[src/hdl/mndt_pkg.sv]
// ----------------------------------------------------------------------------
// MIDI note duration tracker package
// Shared types, codes and constants for the note duration tracker.
// ----------------------------------------------------------------------------
package mndt_pkg;

  localparam int NOTE_SLOTS_DEF = 128;

  // Field widths fixed by the event format.
  localparam int DELTA_W  = 28;
  localparam int STATUS_W = 8;
  localparam int DATA_W   = 7;
  localparam int TEMPO_W  = 24;
  localparam int TICK_W   = 32;
  localparam int TIME_W   = 32;
  localparam int TPQ_W    = 15;

  // Product of ticks and tempo, and the one-bit-per-cycle divider over it.
  localparam int DIVIDEND_W = TICK_W + TEMPO_W;
  localparam int DIV_STEPS  = DIVIDEND_W;
  localparam int CNT_W      = $clog2(DIV_STEPS);

  localparam int IN_TDATA_W  = 80;
  localparam int OUT_TDATA_W = 80;

  // Configuration register indexes.
  localparam int CFG_ADDR_W = 1;
  localparam logic [CFG_ADDR_W-1:0] CFG_TICKS_PER_QUARTER = 1'b0;
  localparam logic [CFG_ADDR_W-1:0] CFG_TRANSPOSE_OFFSET  = 1'b1;

  localparam logic [TPQ_W-1:0]    TPQ_RESET   = 15'd480;
  localparam logic [TEMPO_W-1:0]  TEMPO_RESET = 24'd500000;

  localparam logic [STATUS_W-1:0] STATUS_META     = 8'hFF;
  localparam logic [STATUS_W-1:0] KIND_MASK       = 8'hF0;
  localparam logic [STATUS_W-1:0] KIND_NOTE_ON    = 8'h90;
  localparam logic [STATUS_W-1:0] KIND_NOTE_OFF   = 8'h80;
  localparam logic [DATA_W-1:0]   META_TYPE_TEMPO = 7'h51;
  localparam logic [DATA_W-1:0]   META_LEN_TEMPO  = 7'h03;

  typedef enum logic [1:0] {
    ST_IDLE,
    ST_MUL,
    ST_DIV,
    ST_FIN
  } state_t;

  // Commands from the controller to the datapath.
  typedef struct packed {
    logic load;      // capture an input word and advance the tick count
    logic mul_load;  // load the tick-tempo product into the divider
    logic div_step;  // one restoring division step
    logic commit;    // update the note table and tempo, emit a result
  } cmd_t;

  // Status from the datapath to the controller.
  typedef struct packed {
    logic div_last;
    logic emit_needed;
    logic out_full;
  } sts_t;

endpackage

[src/hdl/mndt_ctrl.sv]
// ----------------------------------------------------------------------------
// Note duration tracker controller
// Sequences capture, multiply, serial divide and commit for each event.
// ----------------------------------------------------------------------------
module mndt_ctrl
  import mndt_pkg::*;
(
  input  logic clk,
  input  logic rst_n,
  input  logic in_tvalid,
  output logic in_tready,
  input  sts_t sts,
  output cmd_t cmd
);

  state_t state_r;
  state_t state_nxt;

  always_ff @(posedge clk) begin
    if (!rst_n) begin
      state_r <= ST_IDLE;
    end else begin
      state_r <= state_nxt;
    end
  end

  always_comb begin
    state_nxt = state_r;
    unique case (state_r)
      ST_IDLE: begin
        if (in_tvalid) state_nxt = ST_MUL;
      end
      ST_MUL:  state_nxt = ST_DIV;
      ST_DIV: begin
        if (sts.div_last) state_nxt = ST_FIN;
      end
      ST_FIN: begin
        // A finished note must wait until the output register is free.
        if (!(sts.emit_needed && sts.out_full)) state_nxt = ST_IDLE;
      end
    endcase
  end

  always_comb begin
    cmd       = '0;
    in_tready = 1'b0;
    unique case (state_r)
      ST_IDLE: begin
        in_tready = 1'b1;
        cmd.load  = in_tvalid;
      end
      ST_MUL:  cmd.mul_load = 1'b1;
      ST_DIV:  cmd.div_step = 1'b1;
      ST_FIN:  cmd.commit   = !(sts.emit_needed && sts.out_full);
    endcase
  end

endmodule

[config.mk]
export PLATFORM = sky130hd
export DESIGN_NAME = mndt_ctrl
export DESIGN_NICKNAME = d
export VERILOG_FILES = /design/src/hdl/mndt_pkg.sv /design/src/hdl/mndt_ctrl.sv
export SDC_FILE = /design/constraint.sdc
export NUM_CORES = 1
export LEC_CHECK = 0
export ABC_AREA = 1
export BUFFER_PORTS_ARGS = -buffer_cell sky130_fd_sc_hd__buf_2
export CELL_PAD_IN_SITES_DETAIL_PLACEMENT = 0
export CELL_PAD_IN_SITES_GLOBAL_PLACEMENT = 1
export CORE_AREA = 2 2 39 41
export CTS_BUF_LIST = sky130_fd_sc_hd__clkbuf_16
export DETAILED_ROUTE_END_ITERATION = 10
export DIE_AREA = 0 0 41 43
export PLACE_DENSITY = 0.43
export SYNTH_ARGS = -nofsm -noshare
export SYNTH_HDL_FRONTEND = slang
export SYNTH_SLANG_ARGS = --single-unit
[constraint.sdc]
create_clock -name clk -period 1.4 [get_ports clk]
set_clock_uncertainty 0.15 [all_clocks]
set_input_delay 0.14 -clock clk [delete_from_list [all_inputs] [get_ports clk]]
set_output_delay 0.14 -clock clk [all_outputs]
set_load 0.05 [all_outputs]
==> qor.txt <==
Status - complete, no violations
VDD IR max - 972 uV
Async set-or-reset flop fraction in the synthesized netlist - 0
Proportion of power drawn by the clock network - 0.347
Number of routed nets with antenna violations - 0
IO Pins - 11
Nets - 52
Most common flop cell mapped by yosys - dfxtp_1
DRT iter0 DRCs - 0
Comb pwr share - 0.540
All-layer global routing usage - 0.0721
Switching Share - 0.441
Cells after synthesis - 26
Post-synth top cells - 6 x nand2_1, 4 x ha_1, 4 x inv_1, 4 x nor2_1, 2 x dfxtp_1
Worst Tran Pin Value - 248 ps
Fmax - 0.740 GHz
Inserted Diodes - 0
Register area share after synthesis - 0.206
Post-synth EDFFs - 0
Worst Path Required - 1110 ps
Die Area - 1760 sq um
First-pass GRT wire length - 690 um
Max-slew headroom - 0.836
RSZ-0062 raised after global routing - no
Drt drc - 0
H-tree levels - 1
Distinct cell type count after synthesis - 11
Worst min path class - in2reg
Initial Utilization - 0.140
Post-Syn Nets - 36
CP Launch Type - flip-flop
Largest net degree at the start of global routing - 5
Clock slew at reported path FFs - 30 ps
Syn Std Cell Area - 194 sq um
Clock latency on the worst-skew pair - 220 ps
Detailed Place HPWL - 346 um
Routability cong. - 0.635
Total power - 0.00124 W
Num CTS Buffers - 3
Final slew viol count - 0
CP delay by family, top - flip-flops
Max-cap viol count - 0
Placed Area - 273 sq um
Biggest regs - state_r: 2 flops
Flop pwr share - 0.113
PwrDens - 3090 nW/um^2
Internal - 0.000691 W
Die X - 41 um
PortBufs - 10
Vias in the first global route - 179
Sinks on Clock Net - 2
Row count - 14
Psw - 0.000545 W
Kind of critical path - reg2out
Gr ovfl total - 0
CP Cell Sequence - inv_2 -> ha_4 -> nand2_1 -> inv_1 -> buf_6
Synth top area share - 0.258
Initial antenna violation count - 0
Synth Register Bits - 2
Finish-stage setup viols - 0
Crit. End Element - output port
Layout cells sized above 1 - 0.600
Area Overhead vs Synth - 106%
CP max-delay cell - dfxtp_2
Routed WL per cell - 8.25 um
TritonRoute pass-1 iters - 1
Synth area leader - ha_1
Synth warn - 0
Largest Register - state_r
Crit path max fanout - 4
Die Span Y - 43 um
Final core utilization - 0.289
DR vias/cell - 3.54
Clock Tree Buf Depth - 2
Post-CTS Setup Bufs - 0
WP data arrival - 1060 ps
Final Cell Area - 400 sq um
Tcrit/Tclk final - 0.966
Hold Vio Cnt, Final - 0
Via count - 198
Worst stage delay on the critical path - 330 ps
Placed insts - 52
Largest register FFs - 2
Min Hold Slack - 204 ps
Non-Filler Instances - 56
Core Area - 1380 sq um
Largest cells by area after synthesis - ha_1 26%, dfxtp_1 21%, nand2_1 12%
CTS tree - built
Cell with the most instances after synthesis - nand2_1
Mapped Avg Cell Area - 7.46 sq um
WP buf/inv - 3
Leak - 0.198 nW
Total wire length - 462 um
Clock Tree Root - clkbuf_16
Min Tclk post-route - 1350 ps
-- kinds of logic (layout without fill, tap and decap cells) --
logic type	after synthesis	in the layout	synth area share
simple gates	14	14	0.400
buf+inv	5	19	0.0967
fa+ha+maj	4	4	0.258
flops	2	2	0.206
compound gates	1	1	0.0387
-- area by class of cell --
class / count / area [sq um]
Inverter: 5 / 18.8
Sequential cell: 2 / 42.5
Multi-Input combinational cell: 19 / 166
Fill cell: 150 / 983
Clock buffer: 3 / 75.1
Timing Repair Buffer: 11 / 77.6
Tap cell: 16 / 20.0
-- worst paths after layout --
| path | startpoint | endpoint | slack (ps) | depth (start not counted) |
|---|---|---|---|---|
| worst min register to register | state_r[0] | state_r[0] | 450 | 4 |
| worst max register to register | state_r[0] | state_r[0] | 140 | 5 |
| worst min-delay path | sts[0] | state_r[1] | 200 | 5 |
| worst max-delay path | state_r[1] | cmd[3] | 50 | 5 |
-- worst reg2reg max path: stages (launching register included) --
cell and delay, ps:
dfxtp_2 360, inv_2 70, ha_2 190, or2_0 220
nor2_1 100, nor2_1 50
-- through the flow --
stage	setup TNS, ps	setup WS (ps)
2_1_floorplan	-59.6	-59.6
3_3_place_gp	0	116
3_5_place_dp	0	123
4_1_cts	-48.1	-25.3
5_1_grt	0	16.5
6_report	0	48.3
-- power by group through the flow --
stage,Sequential [W],Combinational [W],Clock (W)
floorplan,0.000111,0.000510,0
global placement,0.000118,0.000586,0
detailed placement,0.000116,0.000593,0
CTS,0.000124,0.000621,0.000435
global route,0.000142,0.000734,0.000444
finish,0.000140,0.000667,0.000429
-- layer usage --
metal	part of all wire	vias to the layer above	track usage
met2	0.44	10	0.100
met4	0.065	0	0.100
li1	-	106	-
met1	0.38	78	0.0510
met5	0	-	0
met3	0.11	4	0.0471
-- cell usage in the layout (no fill, tap or decap) --
master	instances
or2_0	1
nand3_2	1
clkbuf_16	3
dfxtp_2	2
nand3_4	1
dlygate4sd3_1	1
ha_1	1
a21boi_2	1
nand2_1	6
buf_4	1
ha_4	2
inv_1	3
ha_2	1
buf_6	2
clkbuf_4	1
buf_2	6
nand2_2	1
nor2_1	4
inv_2	2
-- repair_timing --
item                                    in CTS  in global routing
endpoints found under the setup margin       3                  4
endpoints found under the hold margin        1                  0
hold buffers                                 1                  0
resized for setup                            7                  6
pin swaps                                    1                  0
(Power assumes the default switching activity.)
